==> config.mk <==
export PLATFORM = sky130hd
export DESIGN_NAME = two_class_priority_queue_top_flat
export DESIGN_NICKNAME = d
export VERILOG_FILES = /design/src/rtl/tcpq_pkg.sv /design/src/rtl/tcpq_if.sv /design/src/rtl/two_class_priority_queue_top.sv /design/src/rtl/tcpq_ram.sv /design/src/flat_wrapper.sv
export SDC_FILE = /design/constraint.sdc
export NUM_CORES = 2
export LEC_CHECK = 0
export BUFFER_PORTS_ARGS = -buffer_cell sky130_fd_sc_hd__buf_2
export CAP_MARGIN = 20
export CORE_MARGIN = 3
export CORE_UTILIZATION = 27
export CTS_BUF_LIST = sky130_fd_sc_hd__clkbuf_16
export DETAILED_ROUTE_END_ITERATION = 7
export PLACE_DENSITY = 0.5
export SYNTH_ARGS = -nofsm -noshare
export SYNTH_HDL_FRONTEND = slang
export SYNTH_SLANG_ARGS = --single-unit
==> constraint.sdc <==
create_clock -name clock -period 6.36 [get_ports clock]
set_input_delay 1.272 -clock clock [delete_from_list [all_inputs] [get_ports clock]]
set_output_delay 1.272 -clock clock [all_outputs]
set_load 0.05 [all_outputs]
==> src/rtl/tcpq_pkg.sv <==
// Package for the two-class priority queue: sizes, status and command codes,
// and the pointer wrap helper. No dependencies.
`default_nettype none

package tcpq_pkg;

   localparam int MAX_DEPTH  = 64;
   localparam int DATA_BITS  = 16;
   localparam int PTR_BITS   = $clog2(MAX_DEPTH);
   localparam int LEVEL_BITS = $clog2(MAX_DEPTH + 1);
   localparam int CAP_BITS   = 7;
   localparam int STAT_BITS  = 2;
   localparam int OUT_LEVEL_BITS = 7;

   typedef logic [PTR_BITS-1:0]   ptr_type;
   typedef logic [LEVEL_BITS-1:0] level_type;
   typedef logic [CAP_BITS-1:0]   cap_type;
   typedef logic [STAT_BITS-1:0]  status_type;
   typedef logic signed [DATA_BITS-1:0] word_type;

   localparam logic CMD_INSERT = 1'b0;
   localparam logic CMD_REMOVE = 1'b1;

   localparam status_type ST_INSERTED = 2'd0;
   localparam status_type ST_REMOVED  = 2'd1;
   localparam status_type ST_FULL     = 2'd2;
   localparam status_type ST_EMPTY    = 2'd3;

   // Step a circular pointer; wraps to zero once it reaches the capacity.
   function automatic ptr_type next_ptr(input ptr_type ptr, input level_type cap);
      logic [PTR_BITS:0] nxt;
      nxt = {1'b0, ptr} + {{PTR_BITS{1'b0}}, 1'b1};
      next_ptr = (32'(nxt) >= 32'(cap)) ? '0 : nxt[PTR_BITS-1:0];
   endfunction

endpackage

`default_nettype wire

==> src/rtl/tcpq_if.sv <==
// Valid/ready channel interfaces for the request and response beats.
// Depends on tcpq_pkg.
`default_nettype none

interface tcpq_req_if;
   import tcpq_pkg::*;
   logic     valid;
   logic     ready;
   logic     command;
   logic     urgent;
   word_type payload;

   modport source (output valid, command, urgent, payload, input ready);
   modport sink   (input valid, command, urgent, payload, output ready);
endinterface

interface tcpq_rsp_if;
   import tcpq_pkg::*;
   logic       valid;
   logic       ready;
   status_type status;
   word_type   out_payload;
   logic       out_urgent;
   logic [OUT_LEVEL_BITS-1:0] urgent_level;
   logic [OUT_LEVEL_BITS-1:0] normal_level;

   modport source (output valid, status, out_payload, out_urgent, urgent_level,
                   normal_level, input ready);
   modport sink   (input valid, status, out_payload, out_urgent, urgent_level,
                   normal_level, output ready);
endinterface

`default_nettype wire

==> src/rtl/two_class_priority_queue_top.sv <==
// Two-class strict-priority queue, top level.
// Depends on tcpq_pkg, tcpq_if and tcpq_ram.
//
// Usage:
//   req_ch carries one command per beat: insert (payload into the urgent or
//   normal FIFO) or remove (oldest urgent entry, else oldest normal entry).
//   rsp_ch returns exactly one beat per request with status and both levels.
//   csr_we/csr_wdata write the per-FIFO capacity (1..64; 0 as 1, 65+ as 64).
// Timing:
//   An insert, a refused insert or an empty remove answers in the cycle after
//   the request beat. A remove answers once the entry has passed the FIFO RAM
//   read register and then the response register. Throughput is one beat
//   every cycle for inserts while rsp_ch.ready stays high; a remove takes no
//   new request until its RAM read has reached the response register.
// Reset:
//   Synchronous, active high. Both FIFOs empty, capacity 64. RAM contents
//   are not cleared; an entry is only read after it was written.
// Stall:
//   The response register holds its beat while rsp_ch.ready is low; a new
//   request is taken in the cycle the held beat leaves.
`default_nettype none

module two_class_priority_queue_top (
   input  wire logic             clock,
   input  wire logic             reset,
   tcpq_req_if.sink              req_ch,
   tcpq_rsp_if.source            rsp_ch,
   input  wire logic             csr_we,
   input  wire tcpq_pkg::cap_type csr_wdata
);
   import tcpq_pkg::*;

   localparam logic S_IDLE = 1'b0;
   localparam logic S_READ = 1'b1;

   logic      state_ff, state_in;
   cap_type   cap_ff, cap_in;
   ptr_type   u_rd_ff, u_rd_in, u_wr_ff, u_wr_in;
   ptr_type   n_rd_ff, n_rd_in, n_wr_ff, n_wr_in;
   level_type u_fill_ff, u_fill_in, n_fill_ff, n_fill_in;
   logic      pop_urgent_ff, pop_urgent_in;

   logic       rsp_valid_ff, rsp_valid_in;
   status_type rsp_status_ff, rsp_status_in;
   word_type   rsp_payload_ff, rsp_payload_in;
   logic       rsp_urgent_ff, rsp_urgent_in;
   logic [OUT_LEVEL_BITS-1:0] rsp_ulev_ff, rsp_ulev_in, rsp_nlev_ff, rsp_nlev_in;

   level_type cap_eff;
   logic      accept;
   logic      u_we, n_we, u_re, n_re;
   word_type  u_rdata, n_rdata;

   tcpq_ram #(.WIDTH(DATA_BITS), .DEPTH(MAX_DEPTH)) u_urgent_ram (
      .clock   (clock),
      .wr_en   (u_we),
      .wr_addr (u_wr_ff),
      .wr_data (req_ch.payload),
      .rd_en   (u_re),
      .rd_addr (u_rd_ff),
      .rd_data (u_rdata)
   );

   tcpq_ram #(.WIDTH(DATA_BITS), .DEPTH(MAX_DEPTH)) u_normal_ram (
      .clock   (clock),
      .wr_en   (n_we),
      .wr_addr (n_wr_ff),
      .wr_data (req_ch.payload),
      .rd_en   (n_re),
      .rd_addr (n_rd_ff),
      .rd_data (n_rdata)
   );

   always_comb begin
      if (cap_ff == '0) begin
         cap_eff = level_type'(1);
      end else if (32'(cap_ff) > MAX_DEPTH) begin
         cap_eff = level_type'(MAX_DEPTH);
      end else begin
         cap_eff = level_type'(cap_ff);
      end
   end

   assign req_ch.ready = (state_ff == S_IDLE) && (!rsp_valid_ff || rsp_ch.ready);
   assign accept       = req_ch.valid && req_ch.ready;

   always_comb begin
      state_in       = state_ff;
      cap_in         = csr_we ? csr_wdata : cap_ff;
      u_rd_in        = u_rd_ff;
      u_wr_in        = u_wr_ff;
      n_rd_in        = n_rd_ff;
      n_wr_in        = n_wr_ff;
      u_fill_in      = u_fill_ff;
      n_fill_in      = n_fill_ff;
      pop_urgent_in  = pop_urgent_ff;
      rsp_valid_in   = rsp_valid_ff && !rsp_ch.ready;
      rsp_status_in  = rsp_status_ff;
      rsp_payload_in = rsp_payload_ff;
      rsp_urgent_in  = rsp_urgent_ff;
      rsp_ulev_in    = rsp_ulev_ff;
      rsp_nlev_in    = rsp_nlev_ff;
      u_we = 1'b0;
      n_we = 1'b0;
      u_re = 1'b0;
      n_re = 1'b0;

      case (state_ff)
         S_IDLE: begin
            if (accept) begin
               rsp_payload_in = '0;
               rsp_urgent_in  = 1'b0;
               if (req_ch.command == CMD_INSERT) begin
                  rsp_valid_in = 1'b1;
                  if (req_ch.urgent) begin
                     if (u_fill_ff >= cap_eff) begin
                        rsp_status_in = ST_FULL;
                     end else begin
                        rsp_status_in = ST_INSERTED;
                        u_we      = 1'b1;
                        u_wr_in   = next_ptr(u_wr_ff, cap_eff);
                        u_fill_in = u_fill_ff + level_type'(1);
                     end
                  end else begin
                     if (n_fill_ff >= cap_eff) begin
                        rsp_status_in = ST_FULL;
                     end else begin
                        rsp_status_in = ST_INSERTED;
                        n_we      = 1'b1;
                        n_wr_in   = next_ptr(n_wr_ff, cap_eff);
                        n_fill_in = n_fill_ff + level_type'(1);
                     end
                  end
               end else if (u_fill_ff != '0) begin
                  u_re          = 1'b1;
                  pop_urgent_in = 1'b1;
                  u_rd_in       = next_ptr(u_rd_ff, cap_eff);
                  u_fill_in     = u_fill_ff - level_type'(1);
                  state_in      = S_READ;
               end else if (n_fill_ff != '0) begin
                  n_re          = 1'b1;
                  pop_urgent_in = 1'b0;
                  n_rd_in       = next_ptr(n_rd_ff, cap_eff);
                  n_fill_in     = n_fill_ff - level_type'(1);
                  state_in      = S_READ;
               end else begin
                  rsp_valid_in  = 1'b1;
                  rsp_status_in = ST_EMPTY;
               end
               rsp_ulev_in = OUT_LEVEL_BITS'(u_fill_in);
               rsp_nlev_in = OUT_LEVEL_BITS'(n_fill_in);
            end
         end
         S_READ: begin
            // RAM data is valid now; levels already reflect the pop
            state_in       = S_IDLE;
            rsp_valid_in   = 1'b1;
            rsp_status_in  = ST_REMOVED;
            rsp_payload_in = pop_urgent_ff ? u_rdata : n_rdata;
            rsp_urgent_in  = pop_urgent_ff;
            rsp_ulev_in    = OUT_LEVEL_BITS'(u_fill_ff);
            rsp_nlev_in    = OUT_LEVEL_BITS'(n_fill_ff);
         end
         default: begin
            state_in = S_IDLE;
         end
      endcase
   end

   always_ff @(posedge clock) begin
      if (reset) begin
         state_ff      <= S_IDLE;
         cap_ff        <= cap_type'(64);
         u_rd_ff       <= '0;
         u_wr_ff       <= '0;
         n_rd_ff       <= '0;
         n_wr_ff       <= '0;
         u_fill_ff     <= '0;
         n_fill_ff     <= '0;
         pop_urgent_ff <= 1'b0;
         rsp_valid_ff  <= 1'b0;
      end else begin
         state_ff      <= state_in;
         cap_ff        <= cap_in;
         u_rd_ff       <= u_rd_in;
         u_wr_ff       <= u_wr_in;
         n_rd_ff       <= n_rd_in;
         n_wr_ff       <= n_wr_in;
         u_fill_ff     <= u_fill_in;
         n_fill_ff     <= n_fill_in;
         pop_urgent_ff <= pop_urgent_in;
         rsp_valid_ff  <= rsp_valid_in;
      end
   end

   always_ff @(posedge clock) begin
      rsp_status_ff  <= rsp_status_in;
      rsp_payload_ff <= rsp_payload_in;
      rsp_urgent_ff  <= rsp_urgent_in;
      rsp_ulev_ff    <= rsp_ulev_in;
      rsp_nlev_ff    <= rsp_nlev_in;
   end

   assign rsp_ch.valid        = rsp_valid_ff;
   assign rsp_ch.status       = rsp_status_ff;
   assign rsp_ch.out_payload  = rsp_payload_ff;
   assign rsp_ch.out_urgent   = rsp_urgent_ff;
   assign rsp_ch.urgent_level = rsp_ulev_ff;
   assign rsp_ch.normal_level = rsp_nlev_ff;

`ifndef SYNTH
   a_fill_bound: assert property (@(posedge clock) disable iff (reset)
      (32'(u_fill_ff) <= MAX_DEPTH) && (32'(n_fill_ff) <= MAX_DEPTH))
      else $error("fill level above depth");

   a_read_slot_free: assert property (@(posedge clock) disable iff (reset)
      (state_ff == S_READ) |-> !rsp_valid_ff)
      else $error("response register busy during RAM read");

   a_remove_reads: assert property (@(posedge clock) disable iff (reset)
      (accept && (req_ch.command == CMD_REMOVE) && (u_fill_ff != '0))
      |=> (state_ff == S_READ) && pop_urgent_ff)
      else $error("urgent entry not popped first");

   a_removed_status: assert property (@(posedge clock) disable iff (reset)
      (state_ff == S_READ) |=> rsp_valid_ff && (rsp_status_ff == ST_REMOVED))
      else $error("read did not produce a removed beat");
`endif

endmodule

`default_nettype wire

==> src/rtl/tcpq_ram.sv <==
// Generic simple dual-port RAM: one write port, one read port, registered read.
// No dependencies.
`default_nettype none

module tcpq_ram #(
   parameter int WIDTH = 16,
   parameter int DEPTH = 64
) (
   input  wire logic                     clock,
   input  wire logic                     wr_en,
   input  wire logic [$clog2(DEPTH)-1:0] wr_addr,
   input  wire logic [WIDTH-1:0]         wr_data,
   input  wire logic                     rd_en,
   input  wire logic [$clog2(DEPTH)-1:0] rd_addr,
   output logic      [WIDTH-1:0]         rd_data
);

   logic [WIDTH-1:0] mem [DEPTH];

   always_ff @(posedge clock) begin
      if (wr_en) begin
         mem[wr_addr] <= wr_data;
      end
      if (rd_en) begin
         rd_data <= mem[rd_addr];
      end
   end

endmodule

`default_nettype wire

==> src/flat_wrapper.sv <==
// flat-port wrapper written by rule: the top's interface ports become plain ports
module two_class_priority_queue_top_flat import tcpq_pkg::*;
  (clock, reset, csr_we, csr_wdata, req_ch_valid, req_ch_command, req_ch_urgent, req_ch_payload, req_ch_ready, rsp_ch_valid, rsp_ch_status, rsp_ch_out_payload, rsp_ch_out_urgent, rsp_ch_urgent_level, rsp_ch_normal_level, rsp_ch_ready);
  tcpq_req_if req_ch_i ();
  tcpq_rsp_if rsp_ch_i ();
  input  wire logic clock;
  input  wire logic reset;
  input  wire logic csr_we;
  input  wire tcpq_pkg::cap_type csr_wdata;
  input wire logic [$bits(req_ch_i.valid)-1:0] req_ch_valid;
  input wire logic [$bits(req_ch_i.command)-1:0] req_ch_command;
  input wire logic [$bits(req_ch_i.urgent)-1:0] req_ch_urgent;
  input wire logic [$bits(req_ch_i.payload)-1:0] req_ch_payload;
  output wire logic [$bits(req_ch_i.ready)-1:0] req_ch_ready;
  output wire logic [$bits(rsp_ch_i.valid)-1:0] rsp_ch_valid;
  output wire logic [$bits(rsp_ch_i.status)-1:0] rsp_ch_status;
  output wire logic [$bits(rsp_ch_i.out_payload)-1:0] rsp_ch_out_payload;
  output wire logic [$bits(rsp_ch_i.out_urgent)-1:0] rsp_ch_out_urgent;
  output wire logic [$bits(rsp_ch_i.urgent_level)-1:0] rsp_ch_urgent_level;
  output wire logic [$bits(rsp_ch_i.normal_level)-1:0] rsp_ch_normal_level;
  input wire logic [$bits(rsp_ch_i.ready)-1:0] rsp_ch_ready;
  assign req_ch_i.valid = req_ch_valid;
  assign req_ch_i.command = req_ch_command;
  assign req_ch_i.urgent = req_ch_urgent;
  assign req_ch_i.payload = req_ch_payload;
  assign req_ch_ready = req_ch_i.ready;
  assign rsp_ch_valid = rsp_ch_i.valid;
  assign rsp_ch_status = rsp_ch_i.status;
  assign rsp_ch_out_payload = rsp_ch_i.out_payload;
  assign rsp_ch_out_urgent = rsp_ch_i.out_urgent;
  assign rsp_ch_urgent_level = rsp_ch_i.urgent_level;
  assign rsp_ch_normal_level = rsp_ch_i.normal_level;
  assign rsp_ch_i.ready = rsp_ch_ready;
  two_class_priority_queue_top u_core (.clock(clock), .reset(reset), .req_ch(req_ch_i), .rsp_ch(rsp_ch_i), .csr_we(csr_we), .csr_wdata(csr_wdata));
endmodule
=== Word level (Yosys, flattened, before mapping) ===
Memories as Yosys holds them, arrays and structs flattened. A register that Yosys moved wholly into a read port is not among the register bits.
Cells that the tools add are included.
W data, S select, Z words.

* Register bits after elaboration: 81
* Bits in latches: 0
* Bits in writable memories: 2,048
* ROM bits: 0
* Bits of input ports: 30
* Output and inout bits: 35
* Word-level logic and storage cells: 124
* Memories: 2

* $add $sub $neg: 8
* $mul: 0
* Divide/modulo/power cells: 0
* Order comparisons: 7
* Equality and inequality tests: 3
* Shifts and indexed selects: 0
* Mux-type cells: 66
* Bitwise logic cells: 6
* Reduce and logical (&&, ||, !) cells: 17

{| class="wikitable"
|+ Memories
! memory !! words !! width !! read ports !! clocked after Yosys merged registers in !! write ports !! line !! text
|-
| u_core.u_normal_ram.mem || 64 || 16 || 1 || 1 || 1 || tcpq_ram.sv:18 || <nowiki>logic [WIDTH-1:0] mem [DEPTH];</nowiki>
|-
| u_core.u_urgent_ram.mem || 64 || 16 || 1 || 1 || 1 || tcpq_ram.sv:18 ||
|}

{| class="wikitable"
|+ Operators with widths
! kind !! count
|-
| $mux W7 || 13
|-
| $ge A7 B7 Y1 || 6
|-
| $mux W1 || 33
|-
| $mux W16 || 2
|-
| $pmux W16 S2 || 1
|-
| $add A6 B1 Y7 const B || 4
|-
| $pmux W7 S2 || 2
|-
| $mux W6 || 4
|-
| $reduce_and A5 Y1 || 3
|-
| $add A7 B1 Y7 const B || 2
|-
| $mux W2 || 7
|-
| $reduce_bool A7 Y1 || 2
|-
| $sub A7 B1 Y7 const B || 2
|-
| $reduce_and A4 Y1 || 2
|-
| $gt A7 B7 Y1 const B || 1
|-
| $logic_not A7 Y1 || 1
|-
| $ne A3 B3 Y1 const B || 2
|-
| $not A1 Y1 || 6
|-
| $pmux W1 S2 || 3
|-
| $pmux W2 S2 || 1
|-
| $logic_and A1 B1 Y1 || 3
|-
| $reduce_and A3 Y1 || 1
|-
| $logic_not A1 Y1 || 2
|-
| $ne A2 B1 Y1 const B || 1
|-
| other kinds (3) || 3
|}

=== Longest topological paths before layout ===
* Depth after elaboration: 11
* Depth in mapped cells: 12
* Depth with buffers taken out: 10

=== Hierarchy ===
A second synthesis with hierarchy kept.

* Cells, all modules: 4,244
* Area, all modules: 85,610.9 µm²

{| class="wikitable"
|+ Modules (own cells, without submodules)
! module !! times used !! cells each !! area an instance (µm²) !! sequential area each (µm²)
|-
| tcpq_ram || 2 || 1,829 || 40,202.3 || 31,230.0
|-
| two_class_priority_queue_top || 1 || 586 || 5,206.2 || 1,951.9
|}

=== Worst setup path after synthesis ===
OpenSTA, ideal clock, no wires.

* Path kind: input port to flip-flop
* Start point: input rsp_ch_ready
* End point: memory u_core.u_normal_ram.mem[61][0], enable pin
* Library setup time: 0.389 ns
* Arrival time: 3.247 ns
* Data required time: 5.971 ns
* Setup slack: 2.724 ns
* Stages: 5
* Path buffers: 0
* Cell sequence: o21a_1 -> nand2_1 -> nor2_1 -> nand4_1 -> nor2_1

* Longest elaborated chain between the ends: 7

{| class="wikitable"
|+ Ends and longest elaborated chain
! element !! line !! text
|-
| start: declaration || flat_wrapper.sv:21 || <nowiki>input wire logic [$bits(rsp_ch_i.ready)-1:0] rsp_ch_ready;</nowiki>
|-
| $logic_or A1 B1 Y1 || two_class_priority_queue_top.sv:84 || <nowiki>assign req_ch.ready = (state_ff == S_IDLE) && (!rsp_valid_ff || rsp_ch.ready);</nowiki>
|-
| $logic_and A1 B1 Y1 || two_class_priority_queue_top.sv:84 ||
|-
| $logic_and A1 B1 Y1 || two_class_priority_queue_top.sv:85 || <nowiki>assign accept = req_ch.valid && req_ch.ready;</nowiki>
|-
| $mux W1 || two_class_priority_queue_top.sv:110 || <nowiki>if (accept) begin</nowiki>
|-
| $mux W1 || two_class_priority_queue_top.sv:108 || <nowiki>case (state_ff)</nowiki>
|-
| $mux W1 || tcpq_ram.sv:21 || <nowiki>if (wr_en) begin</nowiki>
|-
| $mux W1 (not written as such) || tcpq_ram.sv:22 || <nowiki>mem[wr_addr] <= wr_data;</nowiki>
|-
| end: declaration || tcpq_ram.sv:18 ||
|}

No other way between the ends.

=== Worst setup path after layout ===
* Start point: register u_core.cap_ff[1]
* End point: memory u_core.u_urgent_ram.mem[26][6], enable pin

* Longest elaborated chain between the ends: 11
* Elaborated cells between the ends (all ways): 12
* Those cells by class: order compare (2); mux (9); reduce/logical (1)

{| class="wikitable"
|+ Ends and longest elaborated chain
! element !! line !! text
|-
| start: declaration || two_class_priority_queue_top.sv:37 || <nowiki>cap_type cap_ff, cap_in;</nowiki>
|-
| start signal: assignment || two_class_priority_queue_top.sv:173 || <nowiki>cap_ff <= cap_type'(64);</nowiki>
|-
| start signal: assignment || two_class_priority_queue_top.sv:184 || <nowiki>cap_ff <= cap_in;</nowiki>
|-
| $gt A7 B7 Y1 || two_class_priority_queue_top.sv:77 || <nowiki>end else if (32'(cap_ff) > MAX_DEPTH) begin</nowiki>
|-
| $mux W7 || two_class_priority_queue_top.sv:77 ||
|-
| $mux W7 * || two_class_priority_queue_top.sv:75 || <nowiki>if (cap_ff == '0) begin</nowiki>
|-
| $ge A7 B7 Y1 * || two_class_priority_queue_top.sv:116 || <nowiki>if (u_fill_ff >= cap_eff) begin</nowiki>
|-
| $mux W1 * || two_class_priority_queue_top.sv:116 ||
|-
| $mux W1 * || two_class_priority_queue_top.sv:115 || <nowiki>if (req_ch.urgent) begin</nowiki>
|-
| $mux W1 * || two_class_priority_queue_top.sv:113 || <nowiki>if (req_ch.command == CMD_INSERT) begin</nowiki>
|-
| $mux W1 * || two_class_priority_queue_top.sv:110 ||
|-
| $mux W1 * || two_class_priority_queue_top.sv:108 ||
|-
| $mux W1 * || tcpq_ram.sv:21 ||
|-
| $mux W1 (not written as such) * || tcpq_ram.sv:22 ||
|-
| end: declaration || tcpq_ram.sv:18 ||
|}

Mark *: on every way between the ends. The rest lies on a longest branch, timed or not.

==> impl_metrics.py <==
metrics = {
    "placement": {
        "placed_cells": 8314,
        "dp_hpwl_um": 147000,
        "dp_worst_setup_slack_ps": 1820,
        "place.gp.congestion": 0.822,
        "port_buffers": 64,
    },
    "worst_setup_path": {
        "critPathLaunchType": "flop",
        "required_ps": 6800,
        "endpoint_kind": "flop",
        "crit_type": "flop to flop",
        "cp.arrival_ps": 4920,
        "crit_fanout": 16,
    },
    "drt": {
        "vias_per_cell": 4.83,
        "routed_wl_um": 236000,
        "wl_per_cell_um": 27.1,
        "dr_wl_met2_um": 115000,
        "wl_met3_um": 12100,
        "vias": 42078,
        "drc_errors": 0,
        "detail_route.first_pass.iterations": 5,
        "wl_met1_um": 103000,
        "drtIter0Drc": 4211,
        "antenna_left": 0,
        "top_layer_used": "met5",
    },
    "floorplanning": {
        "die_x_um": 566,
        "ios": 65,
        "die_h_um": 566,
        "rows": 205,
        "start_util_pct": 27.2,
        "die_area_mm2": 0.321,
        "coreArea_mm2": 0.312,
    },
    "synthesis": {
        "yosys.area.top_type": "edfxtp_1",
        "avgSynthCellArea_um2": 20.4,
        "syn_inst": 4156,
        "muxShareOfSynthArea_pct": 15.0,
        "synth.most_common_cell": "edfxtp_1",
        "synth.distinct_cells": 73,
        "ys_async_sr_fraction_pct": 0,
        "ys_ff_latch": 2161,
        "synth_ff_type": "edfxtp_1",
        "synth_common_cells": "edfxtp_1 (2,113), mux4_2 (490), nor2_1 (261)",
        "synth_compound_area_share_pct": 3.50,
        "synth_top_family_by_area": "multiplexers",
        "synth_edf_count": 2113,
        "synthSimpleGateAreaFrac_pct": 3.20,
        "synth_nets": 4237,
        "seq_area_frac_synth_pct": 76.0,
        "synth.area.top_cells": "edfxtp_1 (75%), mux4_2 (13%), mux2i_1 (2.0%), nor2_1 (1.2%), dfxtp_1 (1.1%)",
        "synth_top_cell_area_share_pct": 74.9,
        "ys_warn_count": 0,
        "synthXorXnorAreaFrac_pct": 0.196,
        "synth_fa_ha_area_share_pct": 0.753,
        "syn-cell-area_mm2": 0.0848,
    },
    "pwr": {
        "seqPwrFrac_pct": 49.1,
        "p_int_mw": 24.7,
        "p_per_area_mw_per_mm2": 341,
        "combPwrFrac_pct": 14.2,
        "leakagePower_nw": 29.3,
        "p_sw_mw": 8.55,
        "clkPwrFrac_pct": 36.7,
        "p_sw_share_pct": 25.7,
        "vdd_drop_max_mv": 0.205,
    },
    "hold_path": {
        "worstHoldPathType": "flop to flop",
    },
    "grt": {
        "grt_pass1_wl_um": 334000,
        "grt_pass1_vias": 42466,
        "antenna_found_initial": 16,
        "grt_max_degree": 119,
        "gr-total-overflow": 0,
        "grt_use_total_pct": 14.4,
    },
    "sta": {
        "timing.slew.headroom_pct": 30.3,
        "holdWs_ps": 507,
        "fmax_ghz": 0.223,
        "grt_setup_unrepaired": "no",
        "skew_ps": 51.4,
        "fin_crit_sh_pct": 70.5,
        "hold_viol": 0,
        "setup_viol": 0,
        "tns_ps": 0,
        "drv_slew": 0,
        "min_period_ps": 4480,
        "setup_ws_ps": 1880,
        "worst_slew_pin_slew_ps": 1040,
    },
    "clocking": {
        "cts-resized-gates": 0,
        "ctsRootBufferMaster": "clkbuf_16",
        "htreeDepth": 4,
        "post-cts-setup-buffers": 0,
        "cts.sinks": 2161,
        "clk_latency_ps": 860,
        "max-clock-path-buffers": 4,
        "cts_buffers": 218,
        "cts.clk_slew.worst_paths_ps": 60,
        "ctsHoldBuffers": 0,
        "cts_tree": "built",
    },
    "finish": {
        "final_core_util_pct": 31.3,
        "instances_no_fill": 8705,
        "drive_above_1_share_pct": 24.2,
        "num-nets-final": 4477,
        "area_growth_pct": 15.3,
    },
    "run": {
        "drv_cap": 0,
    },
    "run_status": {
        "status": "complete, no violations",
    },
}
## power by group through the flow
stage	registers, mW	logic, mW	clock network (mW)
floorplan	16.6	2.97	0
global placement	16.7	4.81	0
detailed placement	16.7	4.82	0
CTS	16.4	4.82	12.5
global route	16.4	5.07	13.1
finish	16.3	4.73	12.2
## layout by cell type, fill, tap and decap left out, types with 7 or more instances in the layout
| cell | count |
|---|---|
| ha_1 | 51 |
| o21ai_0 | 87 |
| nor2b_1 | 25 |
| clkinv_1 | 42 |
| buf_2 | 48 |
| or3_1 | 11 |
| nor3_1 | 36 |
| buf_12 | 14 |
| o221ai_1 | 14 |
| inv_1 | 76 |
| o221a_2 | 12 |
| mux2i_1 | 167 |
| nand3_1 | 35 |
| nand2_1 | 92 |
| dfxtp_4 | 8 |
| a21o_1 | 10 |
| a211oi_1 | 15 |
| xnor2_1 | 13 |
| and3_1 | 12 |
| o21ai_1 | 38 |
| nor2_2 | 25 |
| buf_4 | 197 |
| clkinv_2 | 30 |
| nand2b_1 | 37 |
| mux4_2 | 490 |
| a21oi_1 | 57 |
| nand3b_1 | 12 |
| a31oi_1 | 44 |
| dfxtp_1 | 40 |
| o311ai_0 | 13 |
| nor2_1 | 245 |
| bufinv_16 | 17 |
| o211a_1 | 12 |
| o31ai_1 | 7 |
| o22ai_1 | 30 |
| nand4_1 | 7 |
| edfxtp_1 | 2113 |
| clkbuf_16 | 221 |
| a221oi_1 | 58 |
## final cells by class
cell class	count	area [um^2]
diodes	6	15.0
clock buffers	221	5530
clock inverters	162	1170
fillers	29868	214000
inverters	16	60.1
multi-input cells	1739	19300
flip-flops and latches	2161	64400
well taps	4140	5180
repair buffers	260	2010
## cells by family (layout without fill, tap and decap cells)
family	after synthesis	after routing
buffers and inverters	256	659
muxes	661	661
xor gates and xnor gates	19	19
AOI/OAI and AO/OA	433	433
DFF	2161	2161
and+or+nand+nor	575	575
adders and majority gates	51	51
other	0	6
## final timing paths
kind	startpoint	endpoint	slack [ps]	depth (start not counted)
worst max register to register	u_core.cap_ff[1]	u_core.u_urgent_ram.mem[26][6]	1880	10
worst min-delay path	u_core.u_rd_ff[4]	u_core.u_rd_ff[4]	510	2
worst max-delay path	u_core.cap_ff[1]	u_core.u_urgent_ram.mem[26][6]	1880	10
worst min register to register	u_core.u_rd_ff[4]	u_core.u_rd_ff[4]	510	2
## flip-flops by register name (all words and copies together), names as in the netlist
register and count:
u_core.pop_urgent_ff 1, u_core.n_wr_ff 6, u_core.u_normal_ram.mem 1024, u_core.n_fill_ff 7, u_core.rsp_ch.valid 1, u_core.rsp_ch.out_urgent 1
u_core.u_fill_ff 7, u_core.u_urgent_ram.mem 1024, u_core.rsp_ch.out_payload 16, u_core.rsp_ch.status 2, u_core.u_wr_ff 6, u_core.rsp_ch.normal_level 7
u_core.u_rd_ff 6, u_core.u_urgent_ram.rd_data 16, u_core.cap_ff 7, u_core.n_rd_ff 6, u_core.u_normal_ram.rd_data 16, u_core.rsp_ch.urgent_level 7
u_core.state_ff 1
## per-layer routing
layer,track usage (%),vias up
met1,20.1,22705
met3,1.90,298
met2,23.7,1324
li1,-,17749
met4,3.46,2
met5,0,-
## through the flow
| step | area [um^2] | total power, mW |
|---|---|---|
| 2_1_floorplan | 84800 | 19.6 |
| 3_3_place_gp | 90900 | 21.5 |
| 3_5_place_dp | 90900 | 21.5 |
| 4_1_cts | 97600 | 33.7 |
| 5_1_grt | 97700 | 34.5 |
| 6_report | 97700 | 33.3 |
## critical path, cell delays in order, from the launching register on
cell and delay, ps:
dfxtp_1 320, nor3_1 180, a21oi_1 100, nor2_1 390, ha_1 320, nand2b_4 130, a211o_1 340, a21oi_4 280
nand3_4 200, or4b_1 910, nor2_2 890
(Power assumes the default switching activity.)
